==> config.mk <==
export PLATFORM = sky130hd
export DESIGN_NAME = sbrpd_update
export DESIGN_NICKNAME = d
export VERILOG_FILES = /design/src/design/sbrpd_pkg.sv /design/src/design/sbrpd_update.sv
export SDC_FILE = /design/constraint.sdc
export NUM_CORES = 1
export LEC_CHECK = 0
export BUFFER_PORTS_ARGS = -buffer_cell sky130_fd_sc_hd__buf_2
export CAP_MARGIN = 20
export CORE_AREA = 2 2 152 154
export DETAILED_ROUTE_END_ITERATION = 8
export DIE_AREA = 0 0 154 156
export PLACE_DENSITY = 0.71
export SYNTH_ARGS = -nofsm -noshare
export SYNTH_HDL_FRONTEND = slang
export SYNTH_SLANG_ARGS = --single-unit
==> constraint.sdc <==
create_clock -name vclk -period 35.8
set_input_delay 10.74 -clock vclk [all_inputs]
set_output_delay 10.74 -clock vclk [all_outputs]
set_load 0.01 [all_outputs]
==> src/design/sbrpd_pkg.sv <==
// Shared types, widths and constants for the per-bin random pitch drift block.
// Used by every module in the design folder; depends on nothing else.
`timescale 1ns / 1ps

package sbrpd_pkg;

  localparam int NUM_BINS_DEFAULT = 1024;
  localparam int BIN_W            = 10;
  localparam int FREQ_W           = 32;
  localparam int RAND_W           = 16;
  localparam int RANGE_W          = 14;
  localparam int VAL_W            = 32;
  localparam int IN_TDATA_W       = 112;
  localparam int OUT_TDATA_W      = 48;

  localparam logic [RANGE_W-1:0] PITCH_RANGE_RESET = 14'd100;

  // One stored bin entry: started flag; offset, target and step, all Q17.15.
  typedef struct packed {
    logic                    started;
    logic signed [VAL_W-1:0] offset;
    logic signed [VAL_W-1:0] target;
    logic signed [VAL_W-1:0] step;
  } bin_state_t;

  localparam int STATE_W = $bits(bin_state_t);

  // Saturate a 33-bit sum to the signed 32-bit range.
  function automatic logic signed [VAL_W-1:0] sat32(input logic signed [VAL_W:0] x);
    logic signed [VAL_W-1:0] r;
    begin
      if (x[VAL_W] != x[VAL_W-1]) begin
        r = x[VAL_W] ? {1'b1, {(VAL_W-1){1'b0}}} : {1'b0, {(VAL_W-1){1'b1}}};
      end else begin
        r = x[VAL_W-1:0];
      end
      return r;
    end
  endfunction

endpackage

==> src/design/sbrpd_update.sv <==
// Read-modify step for one bin: output frequency, offset advance and target re-draw.
// Combinational; the top level registers around it. Depends on sbrpd_pkg.
`timescale 1ns / 1ps

module sbrpd_update
  import sbrpd_pkg::*;
(
  input  bin_state_t              cur,
  input  logic signed [FREQ_W-1:0] freq_in,
  input  logic signed [VAL_W-1:0]  new_target,
  input  logic signed [VAL_W-1:0]  new_step,
  input  logic signed [VAL_W-1:0]  init_target,
  input  logic signed [VAL_W-1:0]  init_step,
  output logic signed [FREQ_W-1:0] freq_out,
  output bin_state_t              nxt
);

  logic signed [VAL_W-1:0] off, tgt, stp, val;
  logic                    falling, redraw, flip;

  always_comb begin
    // A bin seen for the first time starts from offset zero and its initial draw.
    if (cur.started) begin
      off = cur.offset;
      tgt = cur.target;
      stp = cur.step;
    end else begin
      off = '0;
      tgt = init_target;
      stp = init_step;
    end

    freq_out = sat32(33'(freq_in) + 33'(off));
    val      = sat32(33'(off) + 33'(stp));

    falling = stp[VAL_W-1];
    redraw  = falling ? (val < tgt) : (val > tgt);
    flip    = falling ? (val > new_target) : (val < new_target);

    nxt.started = 1'b1;
    nxt.offset  = val;
    if (redraw) begin
      nxt.target = new_target;
      nxt.step   = flip ? -new_step : new_step;
    end else begin
      nxt.target = tgt;
      nxt.step   = stp;
    end
  end

endmodule

# Yosys cells after proc, flatten, opt, wreduce, memory -nomap -nowiden
# Cells that the tools add are included.
[totals]
register_bits = 0
output_inout_bits = 129
[classes]
add_sub_neg = 3
magnitude_cmp = 4
n_eq_ne = 2
n_mux = 11
[ops]
columns = ["cell", "n"]
rows = [
  ["two-way mux 32 bit", 8],
  ["adder 32 x 32 -> 33 bit", 2],
  ["> comparator 32 bit", 2],
  ["< comparator 32 bit", 2],
  ["two-way mux 64 bit", 1],
  ["negation 32 bit", 1],
  ["two-way mux 1 bit", 2],
  ["!= test 1 bit", 2],
]

# Logic depth before layout (Yosys ltp)
[depth]
depth_word = 8
mapped_depth = 37
mapped_depth_nobuf = 27

# Least setup slack after synthesis
# OpenSTA, ideal clock, no wires.
[synth_path]
kind = "in2out"
from = "in cur[96] (netlist bit)"
to = "out nxt[42] (netlist bit)"
t_arrival_ps = 18605
required_time_ps = 25060
setup_slack_ps = 6455
stages = 35
path_buffers = 10
cell_sequence = "buf_2 buf_6 buf_4 buf_2 buf_1 buf_1 clkbuf_1 and2_1 ha_1 o21ai_0 o31ai_1 a21oi_1 nor2_1 or3_4 a21o_1 a311o_1 a31o_1 a21o_1 xor2_1 ha_1 o211ai_1 clkbuf_1 o21ai_0 ha_1 a21o_1 a21o_1 a21o_1 a21oi_1 o2111ai_1 a221oi_1 mux2i_1 mux2_2 clkbuf_1 clkbuf_1 o21ai_0"
[synth_lines]
columns = ["element", "line_no", "rtl"]
rows = [
  ["start: declaration", "sbrpd_update.sv:8", "input bin_state_t cur,"],
  ["end: declaration", "sbrpd_update.sv:15", "output bin_state_t nxt"],
]

==> metrics <==
clk_buf instances 0; slew of the pin with the lowest slew margin 1070 ps; HPWL after detailed placement 26,600 um; count of different cell masters after synthesis 73; Yosys Warn Count 0; Leak 0.00513 uW; Sequential Area 0 um2; remaining global-route overflow 0; sequential element share of the synthesized area 0%; CORE AREA 0.0224 mm2; Final Hold Violating Endpoints 0; setup bufs post-CTS 0; starting density of the core 34.4%; # rows 55; share of cells above drive strength 1 30.4%; Final period util 87.3%; post-CTS sizing 0; Routed wire per std cell 17.9 um; Setup Total Neg Slack 0 ps; Placement Setup Slack 4700 ps; net count reported at finish 1,843; Antenna Cells 0; crit-path most repeated cell a21o_1; Fmax achieved 32.0 MHz; Final Max Slew Viols 0; Worst Path Required 25,060 ps; dpl cells 1,742; VDD IR-drop max 0.0247 mV; Post-Syn Nets 1,511; max cap viols 0; width of the die 154 um; Worst setup SP type input pin; Setup violations, final 0; Synth top area share 20.5%; DRC errors left 0; via count 9,751; GP Congestion 0.909; Area Overhead vs Synth 27.1%; synthesized area per cell 6.81 um2; Top delay family on crit path compound AO/OA/AOI/OAI gates; Tmin final 31,250 ps; Final WS setup 4550 ps; DRT Pass-1 Iters 5; kind of critical path input pin to primary output; status finished, final reports clean; Syn Std Cell Area 0.00768 mm2; Yosys top cell by area ha_1; number of global-route vias before repair 8,949; Via density 5.59; Critical Path End Type primary output; max incr delay on CP 830 ps; slowest CP cell ha_1; pwr dens 38.4 mW/mm2; min-delay worst type input pin to primary output; Non-Filler Instances 1,743; chip height 156 um; initial antenna violation count 0; largest net degree at the start of global routing 73; Slew HR 28.4%; Gate Count Post-Synth 1,128; # IOs 386; Routed WL 31,200 um; first-iteration detailed-routing DRC count 597; flip-flop and latch count 0; Filler cells 2,393; largest cells by area after synthesis ha_1 21%, o21ai_0 8.5%, a21o_1 5.5%; Buf/Inv on CP 5; GRT Total Usage 23.8%; ANT nets after route 0; Port-buffer cells 385; RSZ-0062 raised after global routing no; # hold bufs at CTS 0; first-pass GRT wire length 46,600 um; worst hold slack 21,790 ps; die area 0.0240 mm2; CP arrival 20,510 ps; CP Max Fanout 72
## cell usage after synthesis, types with 4 or more instances
cell / number
xnor2_1: 30
or4_1: 33
a21oi_1: 64
nor3_1: 23
or2_2: 4
nor2_1: 79
buf_2: 5
xor2_1: 32
clkbuf_1: 42
or3_1: 10
a31oi_1: 38
nor2b_1: 11
ha_1: 126
mux2i_1: 34
nand3b_1: 4
inv_1: 57
a21o_1: 56
o21bai_1: 4
and2_1: 36
o21a_1: 7
and3_1: 11
a211oi_1: 6
nor4_1: 11
mux2_2: 32
o31ai_1: 36
o21ai_0: 130
nand2b_1: 9
nand3_1: 25
buf_1: 5
o211ai_1: 7
nand2_1: 77
nand4_1: 20
## power breakdown
part	switching, uW	total, uW	internal (uW)
Combinational	222	375	153
Clock	0	0	0
Sequential	0	0	0
Total	222	375	153
## routing by layer
layer	GRT usage [%]	share of wire, %
met4	5.87	2.8
met5	0	0
met2	43.6	48
met3	1.72	5.7
met1	30.1	43
## stage by stage
| step | area [um2] | util (%) | total power [uW] |
|---|---|---|---|
| after global placement | 9750 | 43.6 | 368 |
| after CTS | 9750 | 43.6 | 374 |
| after global routing | 9770 | 43.7 | 414 |
| final | 9770 | 43.7 | 375 |
| after detailed placement | 9750 | 43.6 | 372 |
| after floorplan | 7680 | - | 243 |
## cell families (layout without fill, tap and decap cells)
family | Yosys count | after routing | share of synthesized area [%]
compound gates | 390 | 390 | 32.1
xor+xnor | 62 | 62 | 7.07
fa+ha+maj | 128 | 128 | 20.8
buf+inv | 118 | 448 | 6.33
mux | 66 | 66 | 9.12
other cells | 1 | 1 | 0.0488
simple gates | 363 | 363 | 24.6
## layout by cell type, fill, tap and decap left out, types with 29 or more instances in the layout
cell	n
xor2_1	32
inv_1	57
nand2_1	77
buf_2	384
ha_1	126
a21oi_1	64
o31ai_1	35
xnor2_1	29
a21o_1	56
a31oi_1	38
and2_1	36
mux2_2	31
o21ai_0	130
mux2i_1	34
nor2_1	79
or4_1	33
## path summary, 6_finish.rpt
kind / endpoint / cells after the start / startpoint
setup / recovery: nxt[32] / 30 / cur[96]
hold / removal: nxt[55] / 4 / new_target[23]
## layout make-up
type                            instances  area (um2)  share of cell area (%)
Multi-Input combinational cell       1010        7220                    73.9
Inverter                               57         214                    2.19
Timing Repair Buffer                  391        1980                    20.3
Tap cell                              285         357                    3.65
No activity file was read; power rests on OpenSTA's default activity.
