==> src/design/sbrpd_pkg.sv <==
// Shared types, widths and constants for the per-bin random pitch drift block.
// Used by every module in the design folder; depends on nothing else.
`timescale 1ns / 1ps

package sbrpd_pkg;

  localparam int NUM_BINS_DEFAULT = 1024;
  localparam int BIN_W            = 10;
  localparam int FREQ_W           = 32;
  localparam int RAND_W           = 16;
  localparam int RANGE_W          = 14;
  localparam int VAL_W            = 32;
  localparam int IN_TDATA_W       = 112;
  localparam int OUT_TDATA_W      = 48;

  localparam logic [RANGE_W-1:0] PITCH_RANGE_RESET = 14'd100;

  // One stored bin entry: started flag; offset, target and step, all Q17.15.
  typedef struct packed {
    logic                    started;
    logic signed [VAL_W-1:0] offset;
    logic signed [VAL_W-1:0] target;
    logic signed [VAL_W-1:0] step;
  } bin_state_t;

  localparam int STATE_W = $bits(bin_state_t);

  // Saturate a 33-bit sum to the signed 32-bit range.
  function automatic logic signed [VAL_W-1:0] sat32(input logic signed [VAL_W:0] x);
    logic signed [VAL_W-1:0] r;
    begin
      if (x[VAL_W] != x[VAL_W-1]) begin
        r = x[VAL_W] ? {1'b1, {(VAL_W-1){1'b0}}} : {1'b0, {(VAL_W-1){1'b1}}};
      end else begin
        r = x[VAL_W-1:0];
      end
      return r;
    end
  endfunction

endpackage

==> src/design/sbrpd_draw.sv <==
// Scales the four Q1.15 random inputs by the pitch range into Q17.15 targets and steps.
// Pure logic, registered by the caller. Depends on sbrpd_pkg.
`timescale 1ns / 1ps

module sbrpd_draw
  import sbrpd_pkg::*;
(
  input  logic signed [RAND_W-1:0] rand_target,
  input  logic signed [RAND_W-1:0] rand_step,
  input  logic signed [RAND_W-1:0] rand_init_target,
  input  logic signed [RAND_W-1:0] rand_init_step,
  input  logic [RANGE_W-1:0]       pitch_range,
  output logic signed [VAL_W-1:0]  new_target,
  output logic signed [VAL_W-1:0]  new_step,
  output logic signed [VAL_W-1:0]  init_target,
  output logic signed [VAL_W-1:0]  init_step
);

  localparam int PROD_W = RAND_W + RANGE_W + 1;

  logic signed [RANGE_W:0]   range_s;
  logic signed [PROD_W-1:0]  p_tgt, p_stp, p_itgt, p_istp;

  assign range_s = $signed({1'b0, pitch_range});

  assign p_tgt  = rand_target      * range_s;
  assign p_stp  = rand_step        * range_s;
  assign p_itgt = rand_init_target * range_s;
  assign p_istp = rand_init_step   * range_s;

  // Target is the product itself; step is the product divided by 16, rounded down.
  assign new_target  = VAL_W'(p_tgt);
  assign init_target = VAL_W'(p_itgt);
  assign new_step    = VAL_W'(p_stp >>> 4);
  assign init_step   = VAL_W'(p_istp >>> 4);

endmodule

==> config.mk <==
export PLATFORM = sky130hd
export DESIGN_NAME = sbrpd_draw
export DESIGN_NICKNAME = d
export VERILOG_FILES = /design/src/design/sbrpd_pkg.sv /design/src/design/sbrpd_draw.sv
export SDC_FILE = /design/constraint.sdc
export NUM_CORES = 2
export LEC_CHECK = 0
export BUFFER_PORTS_ARGS = -buffer_cell sky130_fd_sc_hd__clkbuf_2
export CORE_MARGIN = 2
export CORE_UTILIZATION = 39
export DETAILED_ROUTE_END_ITERATION = 16
export PLACE_DENSITY = 0.54
export SLEW_MARGIN = 20
export SYNTH_ARGS = -nofsm -noshare
export SYNTH_HDL_FRONTEND = slang
export SYNTH_SLANG_ARGS = --single-unit
export TNS_END_PERCENT = 1
==> constraint.sdc <==
create_clock -name vclk -period 7.7
set_input_delay 0 -clock vclk [all_inputs]
set_output_delay 0 -clock vclk [all_outputs]
set_load 0.02 [all_outputs]
# Yosys cells after proc, flatten, opt, wreduce, memory -nomap -nowiden
# Index checks and enable logic that the tools add are counted.
# Widths: inputs -> output; s select.
[classes]
mul = 4
[ops]
columns = ["cell", "count"]
rows = [
  ["$mul 16x15->31", 4],
]
[word_totals]
ff_bits = 0
in_bits = 78
out_inout_bits = 128
wordCells = 4

# Logic depth before layout (Yosys ltp)
[logic_depth]
depth_word = 1
ltp_mapped = 26
ltp_nobuf = 22

# Worst setup path before layout
# No wires, ideal clock.
[synth_path]
kind = "in2out"
startpoint = "input pitch_range[1]"
endpoint = "output init_step[27]"
arrival_time_ps = 6106
t_required_ps = 7700
slack_ps = 1594
cell_stages = 22
path_buffers = 3
path_cell_list = "buf_2 clkbuf_1 nand2_1 inv_1 fa_1 inv_1 fa_1 inv_1 fa_1 fa_1 fa_1 fa_1 ha_1 a21o_1 a21o_1 a21o_1 a311oi_1 o211ai_2 a41oi_1 a21oi_1 xnor2_1 buf_4"
[synth_via]
elab_chain_len = 1
[synth_lines]
columns = ["element", "line_no", "source"]
rows = [
  ["from (decl)", "sbrpd_draw.sv:12", "input logic [RANGE_W-1:0] pitch_range,"],
  ["$mul 16x15->31", "sbrpd_draw.sv:29", "assign p_istp = rand_init_step * range_s;"],
  ["to (decl)", "sbrpd_draw.sv:16", "output logic signed [VAL_W-1:0] init_step"],
]
# Every way passes these cells.

# Worst setup path after layout
[layout_path]
startpoint = "input pitch_range[4]"
endpoint = "output new_target[31]"
[layout_via]
elab_chain_len = 1
[layout_lines]
columns = ["element", "line_no", "source"]
rows = [
  ["$mul 16x15->31", "sbrpd_draw.sv:26", "assign p_tgt = rand_target * range_s;"],
  ["to (decl)", "sbrpd_draw.sv:13", "output logic signed [VAL_W-1:0] new_target,"],
]
# Every way passes these cells.

==> results.txt <==
WL final: 85,000 um
# setup viols final: 0
first-pass GRT wire length: 142,000 um
Mapped Cells: 3,780
PortBufs: 206
Setup Buffers After CTS: 0
synth unique cells: 64
WHS: 600 ps
PostCTS Resize Cnt: 0
Crit. End Element: primary output
Final Slew Violations: 0
Worst-Margin Slew: 1080 ps
Hold Fails Final Rpt: 0
row cnt: 108
CP startpoint: pitch_range[4]
fmax: 146 MHz
Avg WL per Cell: 17.0 um
critical path class: primary input to primary output
nets: 5,094
Arr. time, crit path: 6870 ps
Mapped Area: 0.0341 mm2
post-DP HPWL: 70,800 um
DRC: 0
Yosys top cell area share: 0.512
gpl congestion: 0.824
Yosys top cell by area: fa_1
clock buffers: 0
initial antenna violation count: 5
total number of vias: 24,300
Max Fanout on Critical Path: 41
Ys Warns: 0
Die ar.: 0.0899 mm2
vias in the first global route: 26,400
post-synthesis sequential area ratio: 0
Detailed Route Iter0 Violations: 1,048
period utilization: 0.892
1st-pass router iterations: 5
status: finished, final reports clean
setup tns final: 0 ps
share of cells above drive strength 1: 0.0696
placed cell areas: 0.0362 mm2
Initial Util: 0.393
minimum clock period: 6870 ps
post-route ant nets: 0
RSZ-0062 raised after global routing: no
diode count: 0
Ports: 206
area of the multi-input gates: 0.0299 mm2
CP startpoint kind: primary input
gr usage total: 0.197
Worst Hold Launch: rand_target[0]
design area: 0.0362 mm2
Vias/cell: 4.86
worst hold path type: primary input to primary output
Max Cap Viol: 0
Filler Cell Count: 8,879
count leader, synth: inv_1
die height: 300 um
top cells by area, synth: fa_1 51%, ha_1 11%, inv_1 10%
post-synthesis area per instance: 9.02 um2
Worst EP required: 7700 ps
worst setup path endpoint: new_target[31]
Area Overhead vs Synth: 6.22%
Hold-fix buffers, CTS: 0
GRT Residual Overflow: 0
largest net degree at the start of global routing: 65
Net Count, Synth: 5,024
Post-synth top cells: 939 x inv_1, 872 x fa_1, 561 x and2_1
Seq. cell area: 0 um2
core region area: 0.0868 mm2
Rel. slew slack: 0.280
sequential cell count: 0
Die X-Extent: 300 um
[stage by stage]
stage / instances / setup slack (ps) / util
2_1_floorplan: 3780 / 1590 / -
3_3_place_gp: 5003 / 947 / 0.418
3_5_place_dp: 5003 / 814 / 0.418
4_1_cts: 5003 / 817 / 0.418
5_1_grt: 5003 / 474 / 0.418
6_report: 5003 / 830 / 0.418
[layer usage]
metal / vias up / wire length, um / GRT usage
li1: 11200 / - / -
met1: 12700 / 38200 / 0.272
met2: 375 / 43600 / 0.354
met3: 60 / 2240 / 0.00968
met4: 6 / 1010 / 0.0196
met5: - / 41 / 0
[worst max-delay path, cell delays in order]
cell and delay, ps:
clkbuf_2 680, and2_1 280, inv_1 70, fa_1 540
fa_1 470, inv_1 310, fa_1 500, fa_1 560
fa_1 430, fa_1 460, ha_1 370, inv_1 100
or2_0 240, nor3_1 210, nand4_1 210, a311oi_2 520
o221a_2 310, nor3_1 60, a311o_1 320, clkbuf_2 160
[cell usage in the layout, fill, tap and decap left out, types with 12 or more instances in the layout]
master / Yosys / final
o21a_1: 14 / 14
nand2_1: 369 / 369
nor3_1: 17 / 17
clkbuf_2: 0 / 206
and2_1: 561 / 561
xnor2_1: 102 / 102
o21ai_0: 48 / 48
ha_1: 294 / 294
nand3_1: 14 / 14
xor2_1: 21 / 21
a21o_1: 41 / 41
buf_4: 12 / 30
fa_1: 872 / 872
nor2_1: 50 / 50
a31o_2: 13 / 13
o211ai_1: 14 / 14
a21oi_1: 88 / 88
nand4_1: 13 / 13
inv_1: 939 / 939
nand2b_1: 12 / 12
[cell families (layout without fill, tap and decap cells)]
| group | count (synthesis) | in the layout | share of synthesized area |
|---|---|---|---|
| compound gates | 288 | 288 | 0.0559 |
| xor+xnor | 123 | 123 | 0.0316 |
| fa+ha+maj | 1166 | 1166 | 0.620 |
| buf+inv | 1113 | 1181 | 0.124 |
| mux | 2 | 2 | 0.000587 |
| simple gates | 1088 | 1088 | 0.169 |
[how the worst min path moves through the flow]
| stage | endpoint | slack (ps) | cells past startpoint |
|---|---|---|---|
| 6_report | new_target[0] | 600 | 3 |
| 3_3_place_gp | new_target[0] | 610 | 3 |
| 3_5_place_dp | new_target[0] | 600 | 3 |
| 5_1_grt | new_target[0] | 650 | 3 |
| 2_1_floorplan | init_target[0] | 200 | 1 |
| 4_1_cts | new_target[0] | 600 | 3 |
[final cells by class]
class / count / area share
timing repair buffer: 242 / 0.0380
inverter: 939 / 0.0973
multi-input combinational: 2667 / 0.825
tap: 1155 / 0.0399
Power is left out: the tool's default activity adds up to more than one toggle a clock period on the data nets, which glitch-free logic cannot reach.
